===== src/sv/svwa_pkg.sv =====
// Package for the supply voltage window average block: widths, CSR map,
// and the command/status structs between controller and datapath.
// No dependencies.
package svwa_pkg;

   localparam int SAMPLE_W   = 10;
   localparam int REF_W      = 11;
   localparam int MV_W       = 21;
   localparam int SUM_W      = 28;
   localparam int DIVD_W     = 28;
   localparam int DIVR_W     = 10;
   localparam int ITER_W     = 5;
   localparam int CSR_ADDR_W = 3;
   localparam int CSR_DATA_W = 32;

   localparam logic [ITER_W-1:0] EST_ITERS = 5'd21;
   localparam logic [ITER_W-1:0] AVG_ITERS = 5'd28;

   localparam logic [REF_W-1:0] REF_RESET = 11'd1100;
   localparam logic [MV_W-1:0]  MV_MAX    = 21'd2094081;

   // register index, taken from paddr[2]
   localparam logic REG_REFERENCE_MV = 1'b0;

   typedef struct packed {
      logic accept;
      logic retire;
      logic update;
      logic load_out;
   } svwa_cmd_type;

   typedef struct packed {
      logic div_busy;
   } svwa_status_type;

endpackage


===== src/sv/svwa_div.sv =====
// Restoring divider, one quotient bit per cycle, shared by the estimate and
// the average. Depends on svwa_pkg.
module svwa_div
   import svwa_pkg::*;
(
   input  logic              clock,
   input  logic              reset,
   input  logic              start,
   input  logic [DIVD_W-1:0] dividend,
   input  logic [DIVR_W-1:0] divisor,
   input  logic [ITER_W-1:0] iters,
   output logic              busy,
   output logic [DIVD_W-1:0] quotient
);

   logic [ITER_W-1:0] cnt_ff;
   logic [DIVD_W-1:0] dvd_ff;
   logic [DIVR_W-1:0] dvs_ff;
   logic [DIVR_W-1:0] rem_ff;
   logic [DIVD_W-1:0] quo_ff;

   logic [DIVR_W:0]   rem_shift;
   logic [DIVR_W+1:0] diff;
   logic              ge;
   logic [DIVR_W-1:0] rem_in;

   assign rem_shift = {rem_ff, dvd_ff[DIVD_W-1]};
   assign diff      = {1'b0, rem_shift} - {2'b00, dvs_ff};
   assign ge        = ~diff[DIVR_W+1];
   // remainder stays below the divisor, so it fits DIVR_W bits either way
   assign rem_in    = ge ? diff[DIVR_W-1:0] : rem_shift[DIVR_W-1:0];

   assign busy     = (cnt_ff != '0);
   assign quotient = quo_ff;

   always_ff @(posedge clock) begin
      if (reset) begin
         cnt_ff <= '0;
      end else if (start) begin
         cnt_ff <= iters;
      end else if (busy) begin
         cnt_ff <= cnt_ff - 1'b1;
      end
   end

   always_ff @(posedge clock) begin
      if (start) begin
         dvd_ff <= dividend;
         dvs_ff <= divisor;
         rem_ff <= '0;
         quo_ff <= '0;
      end else if (busy) begin
         dvd_ff <= {dvd_ff[DIVD_W-2:0], 1'b0};
         rem_ff <= rem_in;
         quo_ff <= {quo_ff[DIVD_W-2:0], ge};
      end
   end

endmodule


===== src/sv/svwa_dp.sv =====
// Datapath: estimate ring memory, running sum, fill count, write index,
// shared divider and result registers. Depends on svwa_pkg and svwa_div.
module svwa_dp
   import svwa_pkg::*;
#(
   parameter int WINDOW = 100
)
(
   input  logic                clock,
   input  logic                reset,
   input  svwa_cmd_type        cmd,
   output svwa_status_type     status,
   input  logic [REF_W-1:0]    reference_mv,
   input  logic [SAMPLE_W-1:0] adc_sample,
   output logic [MV_W-1:0]     average_mv,
   output logic [MV_W-1:0]     latest_mv,
   output logic                zero_reading
);

   localparam int IDX_W  = $clog2(WINDOW);
   localparam int FILL_W = $clog2(WINDOW + 1);
   localparam logic [IDX_W-1:0]  LAST_IDX = IDX_W'(WINDOW - 1);
   localparam logic [FILL_W-1:0] FULL_CNT = FILL_W'(WINDOW);

   logic [MV_W-1:0]   ring [WINDOW];
   logic [MV_W-1:0]   old_ff;
   logic [SUM_W-1:0]  sum_ff;
   logic [FILL_W-1:0] fill_ff;
   logic [IDX_W-1:0]  idx_ff;
   logic              zero_ff;
   logic [MV_W-1:0]   est_ff;
   logic [MV_W-1:0]   avg_out_ff;
   logic [MV_W-1:0]   latest_out_ff;
   logic              zero_out_ff;

   logic              full;
   logic [MV_W-1:0]   product;
   logic [DIVR_W-1:0] est_divisor;
   logic [MV_W-1:0]   est_new;
   logic [SUM_W-1:0]  sum_in;
   logic [FILL_W-1:0] fill_in;
   logic              div_start;
   logic [DIVD_W-1:0] div_dividend;
   logic [DIVR_W-1:0] div_divisor;
   logic [ITER_W-1:0] div_iters;
   logic              div_busy;
   logic [DIVD_W-1:0] div_quotient;

   assign full        = (fill_ff == FULL_CNT);
   // reference * 1023 as a shift and subtract
   assign product     = {reference_mv, 10'b0} - {10'b0, reference_mv};
   assign est_divisor = (adc_sample == '0) ? DIVR_W'(1) : adc_sample;
   assign est_new     = div_quotient[MV_W-1:0];
   assign sum_in      = sum_ff + {{(SUM_W-MV_W){1'b0}}, est_new};
   assign fill_in     = full ? fill_ff : fill_ff + 1'b1;

   always_comb begin
      div_start = cmd.accept | cmd.update;
      if (cmd.update) begin
         div_dividend = sum_in;
         div_divisor  = {{(DIVR_W-FILL_W){1'b0}}, fill_in};
         div_iters    = AVG_ITERS;
      end else begin
         // left-align the 21-bit product so 21 steps finish it
         div_dividend = {product, {(DIVD_W-MV_W){1'b0}}};
         div_divisor  = est_divisor;
         div_iters    = EST_ITERS;
      end
   end

   svwa_div u_div (
      .clock    (clock),
      .reset    (reset),
      .start    (div_start),
      .dividend (div_dividend),
      .divisor  (div_divisor),
      .iters    (div_iters),
      .busy     (div_busy),
      .quotient (div_quotient)
   );

   assign status.div_busy = div_busy;

   // ring: read the oldest entry at accept, overwrite it at update
   always_ff @(posedge clock) begin
      if (cmd.accept) begin
         old_ff <= ring[idx_ff];
      end
      if (cmd.update) begin
         ring[idx_ff] <= est_new;
      end
   end

   always_ff @(posedge clock) begin
      if (reset) begin
         sum_ff  <= '0;
         fill_ff <= '0;
         idx_ff  <= '0;
      end else if (cmd.retire) begin
         if (full) begin
            sum_ff <= sum_ff - {{(SUM_W-MV_W){1'b0}}, old_ff};
         end
      end else if (cmd.update) begin
         sum_ff  <= sum_in;
         fill_ff <= fill_in;
         idx_ff  <= (idx_ff == LAST_IDX) ? '0 : idx_ff + 1'b1;
      end
   end

   always_ff @(posedge clock) begin
      if (cmd.accept) begin
         zero_ff <= (adc_sample == '0);
      end
      if (cmd.update) begin
         est_ff <= est_new;
      end
      if (cmd.load_out) begin
         avg_out_ff    <= div_quotient[MV_W-1:0];
         latest_out_ff <= est_ff;
         zero_out_ff   <= zero_ff;
      end
   end

   assign average_mv   = avg_out_ff;
   assign latest_mv    = latest_out_ff;
   assign zero_reading = zero_out_ff;

endmodule


===== src/sv/svwa_ctrl.sv =====
// Controller state machine: sequences accept, sum retire, the two
// divisions and the result transfer. Depends on svwa_pkg.
module svwa_ctrl
   import svwa_pkg::*;
(
   input  logic            clock,
   input  logic            reset,
   input  logic            req_valid,
   output logic            req_stall,
   output logic            rsp_valid,
   input  logic            rsp_stall,
   input  svwa_status_type status,
   output svwa_cmd_type    cmd
);

   typedef enum logic [3:0] {
      ST_IDLE     = 4'b0001,
      ST_RETIRE   = 4'b0010,
      ST_EST_WAIT = 4'b0100,
      ST_AVG_WAIT = 4'b1000
   } state_type;

   state_type state_ff, state_in;
   logic      rsp_valid_ff, rsp_valid_in;
   logic      out_free;

   assign out_free = ~rsp_valid_ff | ~rsp_stall;

   always_comb begin
      state_in = state_ff;
      cmd      = '0;
      case (state_ff)
         ST_IDLE: begin
            if (req_valid) begin
               cmd.accept = 1'b1;
               state_in   = ST_RETIRE;
            end
         end
         ST_RETIRE: begin
            cmd.retire = 1'b1;
            state_in   = ST_EST_WAIT;
         end
         ST_EST_WAIT: begin
            if (!status.div_busy) begin
               cmd.update = 1'b1;
               state_in   = ST_AVG_WAIT;
            end
         end
         ST_AVG_WAIT: begin
            // hold the quotient until the output register is free
            if (!status.div_busy && out_free) begin
               cmd.load_out = 1'b1;
               state_in     = ST_IDLE;
            end
         end
         default: begin
            state_in = ST_IDLE;
         end
      endcase
   end

   assign rsp_valid_in = cmd.load_out | (rsp_valid_ff & rsp_stall);

   always_ff @(posedge clock) begin
      if (reset) begin
         state_ff     <= ST_IDLE;
         rsp_valid_ff <= 1'b0;
      end else begin
         state_ff     <= state_in;
         rsp_valid_ff <= rsp_valid_in;
      end
   end

   assign req_stall = (state_ff != ST_IDLE);
   assign rsp_valid = rsp_valid_ff;

endmodule


===== src/sv/supply_voltage_window_average.sv =====
// Supply voltage window average, top level.
// Request channel: req_valid/req_stall carry one 10-bit converter reading of
//   the internal reference (req_adc_sample); a transfer happens when valid is
//   high and stall is low.
// Response channel: rsp_valid/rsp_stall carry the truncated mean of the last
//   WINDOW supply estimates, this sample's estimate (reference_mv*1023/reading)
//   and a flag for a zero reading, which is divided as a reading of one.
// CSR port (APB style): register 0 at byte address 0 is reference_mv, 11 bits,
//   reset 1100. Write it only while the block is idle.
// Samples are taken one at a time, paced by the single restoring divider: 21
//   steps for the estimate and 28 for the average, plus the accept, the sum
//   update that launches the average, and the handoff to the output register.
// The result sits in an output register; while the receiver stalls it holds,
//   and the next sample is accepted meanwhile. A finished average waits in
//   the divider until the output register frees up.
// Reset (synchronous) empties the window: sum, fill count and write index go
//   to zero, reference_mv to 1100, and no response is pending.
// Depends on svwa_pkg, svwa_ctrl, svwa_dp and svwa_div.
module supply_voltage_window_average
   import svwa_pkg::*;
#(
   parameter int WINDOW = 100
)
(
   input  logic                  clock,
   input  logic                  reset,
   input  logic                  req_valid,
   output logic                  req_stall,
   input  logic [SAMPLE_W-1:0]   req_adc_sample,
   output logic                  rsp_valid,
   input  logic                  rsp_stall,
   output logic [MV_W-1:0]       rsp_average_mv,
   output logic [MV_W-1:0]       rsp_latest_mv,
   output logic                  rsp_zero_reading,
   input  logic                  csr_psel,
   input  logic                  csr_penable,
   input  logic                  csr_pwrite,
   input  logic [CSR_ADDR_W-1:0] csr_paddr,
   input  logic [CSR_DATA_W-1:0] csr_pwdata,
   output logic [CSR_DATA_W-1:0] csr_prdata,
   output logic                  csr_pready
);

   logic [REF_W-1:0] reference_mv_ff;
   logic             csr_wr;
   svwa_cmd_type     cmd;
   svwa_status_type  status;

   assign csr_pready = 1'b1;
   assign csr_wr     = csr_psel & csr_penable & csr_pwrite & csr_pready
                       & (csr_paddr[2] == REG_REFERENCE_MV);

   always_ff @(posedge clock) begin
      if (reset) begin
         reference_mv_ff <= REF_RESET;
      end else if (csr_wr) begin
         reference_mv_ff <= csr_pwdata[REF_W-1:0];
      end
   end

   assign csr_prdata = (csr_paddr[2] == REG_REFERENCE_MV)
                       ? {{(CSR_DATA_W-REF_W){1'b0}}, reference_mv_ff} : '0;

   svwa_ctrl u_ctrl (
      .clock     (clock),
      .reset     (reset),
      .req_valid (req_valid),
      .req_stall (req_stall),
      .rsp_valid (rsp_valid),
      .rsp_stall (rsp_stall),
      .status    (status),
      .cmd       (cmd)
   );

   svwa_dp #(
      .WINDOW (WINDOW)
   ) u_dp (
      .clock        (clock),
      .reset        (reset),
      .cmd          (cmd),
      .status       (status),
      .reference_mv (reference_mv_ff),
      .adc_sample   (req_adc_sample),
      .average_mv   (rsp_average_mv),
      .latest_mv    (rsp_latest_mv),
      .zero_reading (rsp_zero_reading)
   );

endmodule


===== config.mk =====
export PLATFORM = sky130hd
export DESIGN_NAME = supply_voltage_window_average
export DESIGN_NICKNAME = d
export VERILOG_FILES = /design/src/sv/svwa_pkg.sv /design/src/sv/svwa_div.sv /design/src/sv/svwa_dp.sv /design/src/sv/svwa_ctrl.sv /design/src/sv/supply_voltage_window_average.sv
export SDC_FILE = /design/constraint.sdc
export NUM_CORES = 2
export LEC_CHECK = 0
export BUFFER_PORTS_ARGS = -buffer_cell sky130_fd_sc_hd__buf_4
export CAP_MARGIN = 5
export CORE_AREA = 2 2 565 567
export CTS_CLUSTER_DIAMETER = 40
export DETAILED_ROUTE_END_ITERATION = 7
export DIE_AREA = 0 0 567 569
export PLACE_DENSITY = 0.53
export SLEW_MARGIN = 20
export SYNTH_ARGS = -nofsm -noshare
export SYNTH_HDL_FRONTEND = slang
export SYNTH_HIERARCHICAL = 1
export SYNTH_SLANG_ARGS = --single-unit

===== constraint.sdc =====
create_clock -name clock -period 8.72 [get_ports clock]
set_input_delay 0.436 -clock clock [delete_from_list [all_inputs] [get_ports clock]]
set_output_delay 0.436 -clock clock [all_outputs]
set_load 0.02 [all_outputs]

==> metrics.cfg <==
[outcome]
status = complete, no violations

[cts]
cts_hold_buffers = 24
clockBufferDepth = 4
path_clk_slew_ns = 0.05
clk_latency_ns = 0.94
cts_buffers = 352
cts_resized = 0
root_buffer = clkbuf_16
cts.htree.levels = 5
cts_tree = yes
clock_sinks = 2318
cts_setup_buffers = 0

[sta]
worstMarginPinSlew_ns = 1.21
fmax_mhz = 218
min_period_over_period = 0.526
setup-violations-final = 0
rsz0062_at_grt = false
final-hold-violation-count = 0
layout_setup_ws_ns = 4.13
slew_violations = 0
tns_ns = 0
slew_headroom = 0.186
min_period_ns = 4.59
clock_skew_ns = 0.0748

[global_routing]
antenna_found_initial = 9
grt_usage = 0.157
grt_first_pass_wirelength_um = 373000
grt_max_degree = 105
grt_pass1_vias = 50300
overflow = 0

[power]
p_clk_frac = 0.505
p_leak_uw = 0.0334
seq_power_share = 0.467
combinationalPowerShare = 0.028
p_int_uw = 21200
switchingPower_uw = 5830
p_sw_frac = 0.216
ir_drop_mv = 0.168
power.density_nw_per_um2 = 255

[setup_path]
critPathBufInv = 5
critical_path_cell_count = 12
reg2reg_from = u_dp/u_div/cnt_ff[0]
end_kind = flop
crit_chain = inv_1 > ha_1 > nor4b_4 > inv_2 > nor4_2 > buf_4 > inv_1 > nor2_2 > buf_4 > nand2_1 > o31ai_1 > nor2_1
worstPathArrival_ns = 5.34
cpPeakStageDelay_ns = 0.62
criticalPathCategory = reg2reg
required_ns = 9.47
crit_family = buffers and inverters
rr_endpoint = u_dp/idx_ff[0]
reg2regPathDepth = 12
critPathLaunchType = flop
crit_fanout = 43
cpMaxStageDelayCell = o31ai_1
regToRegSetupSlack_ns = 4.13

[layout]
multi_input_area_sq_um = 18200
fin_nets = 5536
drive_above_1_share = 0.177
seqCellArea_sq_um = 68800
area_growth_pct = 20.4
post-route-util = 0.335
fillCellCount = 29900

[yosys]
netlist_area_sq_um = 88100
synth_cells = 5155
ys_warn_count = 6
syn_avg_cell_area_sq_um = 17.1

[min_path]
whs_endpoint = u_ctrl/rsp_valid
hold_path_startpoint = reset
hold_path.class = in2reg
min_path_cells = 2

[placement]
hpwlAfterDp_um = 141000
place_ws_ns = 4.21
io_buffers = 84
routabilityCongestion = 0.815

[route]
drt_pass1_iterations = 6
wl_um = 262000
drc = 0
avgViaCountPerCell = 5.23
ant_nets = 0
wl_per_cell_um = 26.6
drt_first_iter_violations = 6230
vias = 51700

[die]
ios = 130
core-area_sq_um = 317000
start_util = 0.278
fp-row-count = 207
die_h_um = 569
die_area_sq_um = 323000
die_x_um = 567

[run]
maxCapViolCount = 0

## worst max path at each step
| stage | from | to |
|---|---|---|
| after floorplan | u_dp/u_div/cnt_ff[0] | u_dp/u_div/dvd_ff[0] |
| after global placement | u_dp/idx_ff[0] | u_dp/ring[9][14] |
| after detailed placement | u_dp/idx_ff[0] | u_dp/ring[25][15] |
| after CTS | u_dp/u_div/cnt_ff[0] | u_dp/idx_ff[0] |
| after global routing | u_dp/u_div/cnt_ff[0] | u_dp/idx_ff[0] |
| final | u_dp/u_div/cnt_ff[0] | u_dp/idx_ff[0] |
## layer usage
metal	vias to the layer above	share of wire	global-route usage
met3	407	0.082	0.0270
met4	0	0.027	0.0459
met5	-	0	0
met1	26900	0.42	0.215
li1	22000	-	-
met2	2400	0.47	0.255
## through the flow
stage / instance area, sq um / hold slack, ns / total power (uW) / instances
6_report: 106000 / 0.0883 / 27000 / 9880
5_1_grt: 106000 / 0.0761 / 27700 / 9875
4_1_cts: 106000 / 0.0219 / 27200 / 9873
3_5_place_dp: 94300 / 0.405 / 13600 / 9223
3_3_place_gp: 94300 / 0.403 / 13600 / 9223
2_1_floorplan: 88200 / 0.400 / 13300 / 5176
## sequential cells by signal, indices dropped and copies added (netlist names), 4 cells and up
name                 cells
u_dp/u_div/quotient     21
u_dp/u_div/dvs_ff       10
reference_mv_ff         11
u_dp/average_mv         21
u_dp/idx_ff              7
u_dp/u_div/dvd_ff       28
u_dp/u_div/cnt_ff        5
u_dp/latest_mv          21
u_dp/old_ff             21
u_dp/sum_ff             28
u_dp/est_ff             21
u_dp/u_div/rem_ff       10
u_dp/fill_ff             7
u_dp/ring             2100
u_ctrl/state_ff          4
## cell usage in the layout (no fill, tap or decap), types with 25 or more instances in the layout
master / count
dfxtp_1: 69
clkinv_4: 27
inv_1: 56
conb_1: 25
nor3_1: 35
xor2_1: 31
bufinv_16: 31
nor2_1: 101
a22o_1: 181
o21ai_0: 65
a21oi_1: 108
a31oi_1: 141
o211ai_1: 29
nor2_2: 47
inv_6: 37
clkbuf_1: 33
nor2_4: 55
a22oi_1: 654
clkinv_2: 37
nor2b_1: 25
buf_4: 202
edfxtp_1: 2224
mux2_2: 28
nand3_1: 37
clkbuf_16: 356
ha_1: 59
a221oi_1: 182
clkinv_1: 38
mux4_2: 28
nand2_1: 137
clkinvlp_4: 47
nand4_1: 123
xnor2_1: 54
## power by group through the flow
stage                     clock (uW)  sequential [uW]  combinational, uW
after CTS                      13800            12600                765
final                          13600            12600                766
after global routing           14300            12600                831
after global placement             0            12800                730
after detailed placement           0            12800                751
after floorplan                    0            12800                435
## final cells by class
| class | instances | area share |
|---|---|---|
| clock buffer | 393 | 0.0857 |
| tap | 4180 | 0.0493 |
| inverter | 58 | 0.00205 |
| antenna | 6 | 0.000142 |
| clock inverter | 233 | 0.0225 |
| timing repair buffer | 246 | 0.0202 |
| multi-input combinational | 2446 | 0.172 |
| sequential | 2318 | 0.648 |
## worst register-to-register path, stage by stage, from the launching register on
cell	delay [ns]
dfxtp_1	0.31
inv_1	0.12
ha_1	0.21
nor4b_4	0.24
inv_2	0.34
nor4_2	0.36
buf_4	0.54
inv_1	0.60
nor2_2	0.49
buf_4	0.34
nand2_1	0.13
o31ai_1	0.62
nor2_1	0.15
(Power assumes the default switching activity.)
